### config.mk
export PLATFORM = sky130hd
export DESIGN_NAME = neighbor_cache_resolve
export DESIGN_NICKNAME = d
export VERILOG_FILES = /design/src/rtl/ncr_pkg.sv /design/src/rtl/ncr_hop.sv /design/src/rtl/ncr_table.sv /design/src/rtl/neighbor_cache_resolve.sv
export SDC_FILE = /design/constraint.sdc
export NUM_CORES = 1
export LEC_CHECK = 0
export BUFFER_PORTS_ARGS = -buffer_cell sky130_fd_sc_hd__buf_2
export CAP_MARGIN = 40
export CORE_ASPECT_RATIO = 0.75
export CORE_MARGIN = 5
export CORE_UTILIZATION = 54
export CTS_CLUSTER_DIAMETER = 200
export DETAILED_ROUTE_END_ITERATION = 12
export PLACE_DENSITY = 0.76
export SLEW_MARGIN = 0
export SYNTH_ARGS = -nofsm -noshare
export SYNTH_HDL_FRONTEND = slang
export SYNTH_SLANG_ARGS = --single-unit
### constraint.sdc
create_clock -name clk -period 9.2 [get_ports clk]
set_clock_uncertainty 0.15 [all_clocks]
set_input_delay 1.84 -clock clk [delete_from_list [all_inputs] [get_ports clk]]
set_output_delay 1.84 -clock clk [all_outputs]
set_load 0.05 [all_outputs]
### src/rtl/ncr_pkg.sv
// Shared types and constants for the neighbor cache with next-hop selection.
// No dependencies; every other file refers to this package by scoped names.
package ncr_pkg;

	localparam int unsigned IP_W   = 32;
	localparam int unsigned MAC_W  = 48;
	localparam int unsigned CFG_AW = 2;

	typedef logic [IP_W-1:0]  ip_t;
	typedef logic [MAC_W-1:0] mac_t;

	// Item kinds on the kind input.
	localparam logic KIND_LEARN   = 1'b0;
	localparam logic KIND_RESOLVE = 1'b1;

	// Configuration register indexes.
	localparam logic [CFG_AW-1:0] REG_OWN_IP  = 2'd0;
	localparam logic [CFG_AW-1:0] REG_SUBNET  = 2'd1;
	localparam logic [CFG_AW-1:0] REG_GATEWAY = 2'd2;

	// Request from the item stage into the table.
	typedef struct packed {
		logic learn;   // write key/mac into the table at this edge
		ip_t  key;     // address searched (learn address or next hop)
		mac_t mac;     // hardware address to learn
	} table_req_t;

	// Combinational answer of the table for the current request.
	typedef struct packed {
		logic hit;     // key found among valid entries
		mac_t mac;     // MAC of the lowest matching entry, zero on miss
		logic stored;  // a learn would land in a slot
	} table_rsp_t;

endpackage

### src/rtl/ncr_hop.sv
// Next-hop selection: the destination when it lies in the own subnet, else the gateway.
// Depends on ncr_pkg for the address type.
module ncr_hop (
	input  ncr_pkg::ip_t own_ip,
	input  ncr_pkg::ip_t subnet_mask,
	input  ncr_pkg::ip_t gateway_addr,
	input  ncr_pkg::ip_t dst,
	output ncr_pkg::ip_t hop
);

	logic on_link;

	assign on_link = ((dst ^ own_ip) & subnet_mask) == '0;
	assign hop     = on_link ? dst : gateway_addr;

endmodule

### src/rtl/ncr_table.sv
// Neighbor table: entry storage, parallel compare of all slots, lowest-slot pick
// for lookup and for learn. Depends on ncr_pkg for the request and response types.
module ncr_table #(
	parameter int unsigned ENTRIES = 4
) (
	input  logic                clk,
	input  logic                arst_n,
	input  ncr_pkg::table_req_t req,
	output ncr_pkg::table_rsp_t rsp
);

	ncr_pkg::ip_t       entry_ip_q  [ENTRIES];
	ncr_pkg::mac_t      entry_mac_q [ENTRIES];
	logic [ENTRIES-1:0] valid_q;

	logic [ENTRIES-1:0] match;
	logic [ENTRIES-1:0] match_first;
	logic [ENTRIES-1:0] cand;
	logic [ENTRIES-1:0] cand_first;
	ncr_pkg::mac_t      mac_sel;

	// Compare lanes, one per slot.
	always_comb begin
		for (int i = 0; i < ENTRIES; i++) begin
			match[i] = valid_q[i] && (entry_ip_q[i] == req.key);
			cand[i]  = !valid_q[i] || match[i];
		end
	end

	// Isolate the lowest set bit of each vector.
	assign match_first = match & (~match + ENTRIES'(1));
	assign cand_first  = cand & (~cand + ENTRIES'(1));

	always_comb begin
		mac_sel = '0;
		for (int i = 0; i < ENTRIES; i++) begin
			mac_sel = mac_sel | (entry_mac_q[i] & {ncr_pkg::MAC_W{match_first[i]}});
		end
	end

	assign rsp.hit    = |match;
	assign rsp.mac    = mac_sel;
	assign rsp.stored = |cand;

	always_ff @(posedge clk or negedge arst_n) begin
		if (!arst_n) begin
			valid_q <= '0;
		end else if (req.learn) begin
			valid_q <= valid_q | cand_first;
		end
	end

	always_ff @(posedge clk) begin
		for (int i = 0; i < ENTRIES; i++) begin
			if (req.learn && cand_first[i]) begin
				entry_ip_q[i]  <= req.key;
				entry_mac_q[i] <= req.mac;
			end
		end
	end

	// Slots fill from the bottom, so the valid marks are always a run of low ones.
	a_fill_order: assert property (@(posedge clk) disable iff (!arst_n)
		((valid_q + ENTRIES'(1)) & valid_q) == '0)
		else $error("valid marks are not a contiguous low run");

	// An address never sits in two valid slots.
	a_no_dup: assert property (@(posedge clk) disable iff (!arst_n)
		$onehot0(match))
		else $error("address matches more than one valid slot");

	// Valid marks never drop once set.
	a_valid_grow: assert property (@(posedge clk) disable iff (!arst_n)
		$countones(valid_q) >= $countones($past(valid_q)))
		else $error("a valid mark was lost");

	// A learn that finds no slot leaves the table untouched.
	a_full_keep: assert property (@(posedge clk) disable iff (!arst_n)
		req.learn && !rsp.stored |=> $stable(valid_q))
		else $error("rejected learn changed the valid marks");

endmodule

### src/rtl/neighbor_cache_resolve.sv
// Top level of the neighbor cache with next-hop selection: item register,
// config registers, result register. Depends on ncr_pkg, ncr_hop and ncr_table.
//
// The block takes one item per clock: busy is always low, so a transfer occurs at
// every rising edge where start is high. An item accepted at one edge is held in
// the item register for the next cycle, where the next-hop select and the
// parallel compare over all ENTRIES slots run; the result register loads at the
// following edge and done is high for exactly one cycle with each result.
// The table is updated at the same edge that loads
// the result, so the item right behind sees a learn already in place and results
// leave in the order items came in. The receiver cannot stall, and none is needed.
// A learn (kind 0) puts the pair in the lowest slot that is free or already holds
// that address and reports stored; with all slots holding other addresses it is
// dropped with stored low. A resolve (kind 1) reports the next hop, hit and the
// MAC (zero on a miss). Fields that do not belong to an item's kind read as zero.
// Configuration writes take effect at the write edge and must come while no item
// is in flight. Valid marks are cleared at reset; entry contents are not.
module neighbor_cache_resolve #(
	parameter int unsigned ENTRIES = 4
) (
	input  logic                       clk,
	input  logic                       arst_n,
	// configuration write port
	input  logic                       cfg_we,
	input  logic [ncr_pkg::CFG_AW-1:0] cfg_index,
	input  logic [31:0]                cfg_data,
	// item port
	input  logic                       start,
	output logic                       busy,
	input  logic                       kind,
	input  logic [31:0]                ip_addr,
	input  logic [47:0]                mac_addr,
	// result port
	output logic                       done,
	output logic                       hit,
	output logic [47:0]                found_mac,
	output logic [31:0]                next_hop,
	output logic                       stored
);

	// Configuration registers.
	ncr_pkg::ip_t own_ip_q;
	ncr_pkg::ip_t subnet_mask_q;
	ncr_pkg::ip_t gateway_q;

	// Item register.
	logic          vld_s1;
	logic          kind_s1;
	ncr_pkg::ip_t  ip_s1;
	ncr_pkg::mac_t mac_s1;

	// Result register.
	logic          done_q;
	logic          hit_q;
	ncr_pkg::mac_t found_mac_q;
	ncr_pkg::ip_t  next_hop_q;
	logic          stored_q;

	ncr_pkg::ip_t        hop;
	logic                is_resolve;
	ncr_pkg::table_req_t treq;
	ncr_pkg::table_rsp_t trsp;

	// The datapath takes an item every cycle.
	assign busy = 1'b0;

	always_ff @(posedge clk or negedge arst_n) begin
		if (!arst_n) begin
			own_ip_q      <= '0;
			subnet_mask_q <= '0;
			gateway_q     <= '0;
		end else if (cfg_we) begin
			unique case (cfg_index)
				ncr_pkg::REG_OWN_IP:  own_ip_q      <= cfg_data;
				ncr_pkg::REG_SUBNET:  subnet_mask_q <= cfg_data;
				ncr_pkg::REG_GATEWAY: gateway_q     <= cfg_data;
				default: ;
			endcase
		end
	end

	// Capture the item on each transfer.
	always_ff @(posedge clk or negedge arst_n) begin
		if (!arst_n) begin
			vld_s1 <= 1'b0;
		end else begin
			vld_s1 <= start && !busy;
		end
	end

	always_ff @(posedge clk) begin
		if (start && !busy) begin
			kind_s1 <= kind;
			ip_s1   <= ip_addr;
			mac_s1  <= mac_addr;
		end
	end

	ncr_hop u_hop (
		.own_ip       (own_ip_q),
		.subnet_mask  (subnet_mask_q),
		.gateway_addr (gateway_q),
		.dst          (ip_s1),
		.hop          (hop)
	);

	// A learn searches for its own address, a resolve for the chosen next hop.
	assign is_resolve = kind_s1 == ncr_pkg::KIND_RESOLVE;
	assign treq.learn = vld_s1 && !is_resolve;
	assign treq.key   = is_resolve ? hop : ip_s1;
	assign treq.mac   = mac_s1;

	ncr_table #(
		.ENTRIES (ENTRIES)
	) u_table (
		.clk    (clk),
		.arst_n (arst_n),
		.req    (treq),
		.rsp    (trsp)
	);

	always_ff @(posedge clk or negedge arst_n) begin
		if (!arst_n) begin
			done_q <= 1'b0;
		end else begin
			done_q <= vld_s1;
		end
	end

	// Fields of the other kind are forced to zero.
	always_ff @(posedge clk) begin
		if (vld_s1) begin
			hit_q       <= is_resolve && trsp.hit;
			found_mac_q <= is_resolve ? trsp.mac : '0;
			next_hop_q  <= is_resolve ? hop : '0;
			stored_q    <= !is_resolve && trsp.stored;
		end
	end

	assign done      = done_q;
	assign hit       = hit_q;
	assign found_mac = found_mac_q;
	assign next_hop  = next_hop_q;
	assign stored    = stored_q;

	// Every transfer shows up as a result strobe once through the item and result registers.
	a_item_to_result: assert property (@(posedge clk) disable iff (!arst_n)
		start && !busy |=> ##1 done)
		else $error("accepted item produced no result");

	// A result carries either the learn answer or the resolve answer, never both.
	a_kind_exclusive: assert property (@(posedge clk) disable iff (!arst_n)
		done && stored |-> !hit && found_mac == '0 && next_hop == '0)
		else $error("learn result carries resolve fields");

	// A miss never reports a MAC.
	a_miss_zero_mac: assert property (@(posedge clk) disable iff (!arst_n)
		done && !hit |-> found_mac == '0)
		else $error("miss reported a nonzero MAC");

endmodule
Yosys cells after proc, flatten, opt, wreduce, memory -nomap -nowiden
Memories as Yosys holds them, arrays and structs flattened.
Cells that the tools add are included.
Word-level totals
  flip-flop bits (word level): 265
  memory bits (writable): 320
  output and inout port bits: 84
  memories: 2
Cells by class
  add/subtract/negate cells: 2
  equality and inequality tests: 6
  multiplexer cells: 28
  bitwise operators: 14
  reductions and logical operators: 33
Memory list
  u_table.entry_mac_q: depth 4, bits a word 48, rd ports 4, clocked after Yosys merged registers in 0, write ports 1, line ncr_table.sv:13  | ncr_pkg::mac_t entry_mac_q [ENTRIES];
  u_table.entry_ip_q: depth 4, bits a word 32, rd ports 4, clocked after Yosys merged registers in 0, write ports 1, line ncr_table.sv:12  | ncr_pkg::ip_t entry_ip_q [ENTRIES];
Operators by type and width (number)
  48-bit AND: 4
  32-bit two-way mux: 5
  48-bit two-way mux: 3
  48-bit OR: 3
  48-bit OR reduction: 3
  32-bit equality test: 4
  32-bit OR reduction: 3
  32-bit AND: 1
  32-bit logical NOT: 1
  32-bit bitwise XOR: 1
  1-bit two-way mux: 14
  2-bit two-way mux: 6
  1-bit logical AND: 11
  4-bit by 1-bit adder with 4-bit output, second input constant: 2
  4-bit AND: 2
  4-bit NOT: 2
  4-bit OR reduction: 2
  2-bit AND reduction: 3
  1-bit logical NOT: 5
  1-bit logical OR: 4
  4-bit OR: 1
  2-bit by 1-bit equality test with 1-bit output, second input constant: 1
  2-bit equality test, second input constant: 1
  2-bit logical NOT: 1

Logic depth before layout (Yosys ltp)
  word-level depth: 18
  depth in mapped cells: 16

By module
Synthesis repeated with hierarchy kept, for this count alone.
Second synthesis, totals
  cell total of the unflattened synthesis: 1491
  area total of the unflattened synthesis: 23662.7 µm²
Modules (own cells, without submodules)
  ncr_table: times used 1, cells each 904, area an instance 13305.3 µm², sequential area each 9709.3 µm²
  neighbor_cache_resolve: times used 1, cells each 499, area an instance 9516.6 µm², sequential area each 7347.0 µm²
  ncr_hop: times used 1, cells each 88, area an instance 840.8 µm², sequential area each 0.0 µm²

Least setup slack after synthesis
Ideal clock, no wire load.
  path kind: flip-flop to flip-flop
  from: register ip_s1[23]
  to: memory u_table.entry_ip_q[3][0] (netlist bit), enable pin
  setup time: 0.616 ns
  arrival time: 8.536 ns
  required time: 8.434 ns
  setup slack: -0.103 ns
  cell stages (with the launch flop): 15
  period minus slack after synthesis: 9.303 ns
  cell sequence: edfxtp_1 > clkbuf_1 > xor2_1 > a22oi_1 > nand4_1 > o41a_1 > buf_6 > buf_6 > buf_2 > mux2i_1 > o211ai_1 > nor4bb_1 > nand2b_1 > or3b_2 > nor3_1
On the way
  word-level cells in the longest chain between the ends: 18
  elaborated cells between the ends (all ways): 41
  those cells by class: add/sub: 1; eq/ne: 4; mux: 16; bitwise: 4; reduce/logical: 16
Ends and longest elaborated chain
  start, declared: line neighbor_cache_resolve.sv:49  | ncr_pkg::ip_t ip_s1;
  start signal, assigned: line neighbor_cache_resolve.sv:94  | ip_s1 <= ip_addr;
  32-bit bitwise XOR: line ncr_hop.sv:13  | assign on_link = ((dst ^ own_ip) & subnet_mask) == '0;
  32-bit AND: line ncr_hop.sv:13
  32-bit logical NOT: line ncr_hop.sv:13
  32-bit two-way mux: line ncr_hop.sv:14  | assign hop = on_link ? dst : gateway_addr;
  32-bit two-way mux (*): line neighbor_cache_resolve.sv:110  | assign treq.key = is_resolve ? hop : ip_s1;
  32-bit equality test: line ncr_table.sv:25  | match[i] = valid_q[i] && (entry_ip_q[i] == req.key);
  1-bit logical AND: line ncr_table.sv:25
  1-bit logical OR: line ncr_table.sv:26  | cand[i] = !valid_q[i] || match[i];
  4-bit NOT: line ncr_table.sv:32  | assign cand_first = cand & (~cand + ENTRIES'(1));
  4-bit by 1-bit adder with 4-bit output: line ncr_table.sv:32
  4-bit AND (*): line ncr_table.sv:32
  1-bit logical AND: line ncr_table.sv:55  | if (req.learn && cand_first[i]) begin
  1-bit two-way mux: line ncr_table.sv:55
  1-bit two-way mux (implied by the code): line ncr_table.sv:56  | entry_ip_q[i] <= req.key;
  32-bit OR reduction (no source line)
  2-bit two-way mux (no source line) or 1-bit two-way mux (tied branches) (3 in series)
  end, declared: line ncr_table.sv:12
Every way passes the cells marked *; elsewhere a longest branch is shown, timed or not.

==> out/metrics.yaml <==
run_status:
  outcome: "completed"
critical_path:
  cp_max_fo: 50
  r2r_end: "found_mac[41]$_SDFFCE_PN0P_"
  reg2reg_depth: 12
  worst-setup-path-type: "flip-flop to flip-flop"
  r2r_start: "ip_s1[1]$_DFFE_PP_"
  crit_required_ns: 9.34
  reg2reg_slack_ns: 3.50
  slowest_delay_ns: 0.78
  worstPathArrival_ns: 5.84
  worstSetupStartpointType: "flip-flop"
  cp_common_cell: "buf_4"
  crit_slowest_cell: "or4_4"
  path_cells: "xor2_1 > a22oi_1 > nand4_1 > o41a_2 > buf_4 > mux2_2 > a2bb2oi_1 > o211ai_1 > nor3_2 > buf_4 > or4_4 > o2111ai_1"
  end_kind: "flip-flop"
layout:
  num_antenna_cells: 0
  area.growth.synth_to_final_pct: 13.6
  nNetsFinal: 1940
  stdcell_area_um2: 27600
  drive_above_1_share_pct: 24.0
synthesis:
  syn_nets: 1762
  ys_ff_latch: 585
  async_flop_share_pct: 17.4
  ys_warn_count: 0
  netlist_area_um2: 24300
  ys.flop_type: "edfxtp_1"
  yosys.area.top_type: "edfxtp_1"
  yosysUniqueCellTypes: 60
  synth_cells: 1643
  yosys-top-cells-area: "edfxtp_1 60%, dfrtp_1 10%, mux2_2 5.0%"
  seq_area_frac_synth_pct: 70.1
  avgSynthCellArea_um2: 14.8
  synth_edf_count: 483
  synth_top_area_share_pct: 59.6
routing:
  dr.pass1.iters: 6
  drt_wl_total_mm: 68.2
  drc: 0
  vias: 15100
  postRouteAntennaNets: 0
  viasPerCell: 6.15
  wl_per_cell_um: 27.8
  drt_iter0_markers: 1902
timing:
  tightest_slew_ns: 0.965
  hold_viol: 0
  fin_tns_setup_ns: 0
  post-route-period-util_pct: 61.9
  max_freq_mhz: 176
  hold_slack_ns: 0.340
  rsz0062_at_grt: "no"
  slew_headroom_pct: 35.1
  fin_crit_ns: 5.70
  final-max-slew-violation-count: 0
  setup_viol: 0
clocking:
  cts_resized: 0
  numCtsBuffers: 53
  post_cts_buffers: 0
  clockBufferDepth: 3
  cts_tree: "yes"
  clk_latency_ns: 0.59
  root_buffer: "clkbuf_16"
  cts-hold-fix-buffers: 0
  clkTransAtPathRegs_ns: 0.07
  cts.sinks: 585
  cts_max_level: 2
global_route:
  antenna_found_initial: 0
  grt_start_max_net_pins: 65
  track_usage_pct: 27.1
  grt_pass1_vias: 14800
  overflow: 0
  grt_pass1_wl_mm: 99.1
worst_hold_path:
  hold_depth: 0
  min_to: "u_table.entry_mac_q[3][43]$_DFFE_PP_"
  holdCritPathClass: "flip-flop to flip-flop"
  hold_start: "mac_s1[43]$_DFFE_PP_"
floorplan:
  start_util_pct: 54.5
  dieArea_um2: 49400
  rows: 67
  core_area_um2: 44600
  io_pins: 203
  die_y_um: 194
  die_x_um: 255
placed_design:
  port_buffers: 201
  hpwl_mm: 46.6
  placed_cell_area_um2: 26000
  gp_congestion: 1.03
job:
  cap_violations: 0
power_and_ir_drop:
  vdd_ir_drop_max_mv: 0.158
  power.density_nw_per_um2: 218
  total_leakage_power_nw: 10.1
-- state kept, by name (all words and copies together), names as in the netlist --
name	flops
hit	1
found_mac	48
own_ip_q	32
mac_s1	48
is_resolve	1
u_table.entry_mac_q	192
vld_s1	1
stored	1
subnet_mask_q	32
done	1
u_table.entry_ip_q	128
ip_s1	32
u_table.valid_q	4
gateway_q	32
next_hop	32
-- through the flow --
stage                     utilization, %  total power, mW  setup slack (ns)  std cells
final                               62.0             6.03              3.50       2450
after global routing                62.0             6.23              3.31       2450
after CTS                           62.0             6.04              3.55       2450
after detailed placement            58.2             3.92              3.56       2352
after global placement              58.0             3.91              3.49       2347
after floorplan                        -             3.64             0.299       1643
-- synth_stat cells (41+ instances only) --
library cell,number
xnor2_1,120
clkbuf_1,81
mux2_2,107
xor2_1,73
a22oi_1,41
nand2_1,65
dfrtp_1,102
nand3_1,58
inv_1,113
edfxtp_1,483
nand4_1,60
nor2_1,57
-- critical path: cells and delay by family (launching register included) --
kind,cells,cell delay [ns]
buffers and inverters,2,0.93
XOR/XNOR,1,0.23
AND/OR/NAND/NOR,3,1.37
multiplexers,1,0.42
AO/OA/AOI/OAI,5,1.65
flip-flops,1,0.60
-- metal layers --
layer | vias to the layer above | global-route usage [%] | wire (µm)
li1 | 6449 | - | -
met4 | 0 | 5.16 | 1310
met5 | - | 0 | 0
met2 | 789 | 38.9 | 29700
met1 | 7734 | 40.2 | 28600
met3 | 100 | 10.4 | 8590
-- final cells by class --
type                    count  area (µm²)
clock inverters            22         163
repair buffers            232        1320
well taps                 586         733
fillers                  3298       17000
multi-input cells         835        6430
clock buffers              76        1500
inverters                 114         428
flip-flops and latches    585       17100
-- worst max-delay path by stage --
stage	start	to	slack, ns
floorplan	ip_s1[23]$_DFFE_PP_	u_table.entry_ip_q[1][0]$_DFFE_PP_	0.30
global placement	ip_s1[1]$_DFFE_PP_	u_table.entry_mac_q[0][21]$_DFFE_PP_	3.49
detailed placement	ip_s1[16]$_DFFE_PP_	found_mac[41]$_SDFFCE_PN0P_	3.56
CTS	ip_s1[16]$_DFFE_PP_	found_mac[41]$_SDFFCE_PN0P_	3.55
global route	ip_s1[16]$_DFFE_PP_	found_mac[32]$_SDFFCE_PN0P_	3.31
finish	ip_s1[1]$_DFFE_PP_	found_mac[41]$_SDFFCE_PN0P_	3.50
-- cells in the final DEF (no fill, tap or decap), types with 41 or more instances in the layout --
cell type | synthesis | routed
dfrtp_1 | 102 | 101
clkbuf_16 | 0 | 56
xnor2_1 | 120 | 120
inv_1 | 113 | 113
nand2_1 | 65 | 65
edfxtp_1 | 483 | 483
xor2_1 | 73 | 73
buf_2 | 17 | 199
nand3_1 | 58 | 58
a22oi_1 | 41 | 41
nand4_1 | 60 | 60
nor2_1 | 57 | 57
mux2_2 | 107 | 107
-- cells by family (layout without fill, tap and decap cells) --
family                 Yosys count  count (layout)  share of synthesized area [%]
AO/OA/AOI/OAI                  200             200                           6.61
XOR/XNOR                       193             193                           6.95
buffers and inverters          223             444                           3.70
flip-flops                     585             585                           70.1
multiplexers                   142             142                           6.42
other                            1               1                         0.0154
AND/OR/NAND/NOR                299             299                           6.16
-- where the power goes --
group	switching, mW	internal, mW	total [mW]
clock	0.946	1.19	2.13
combinational	0.415	0.246	0.661
sequential	0.195	3.04	3.24
total	1.56	4.48	6.03
Note: power is estimated with default switching activity, not from simulation.
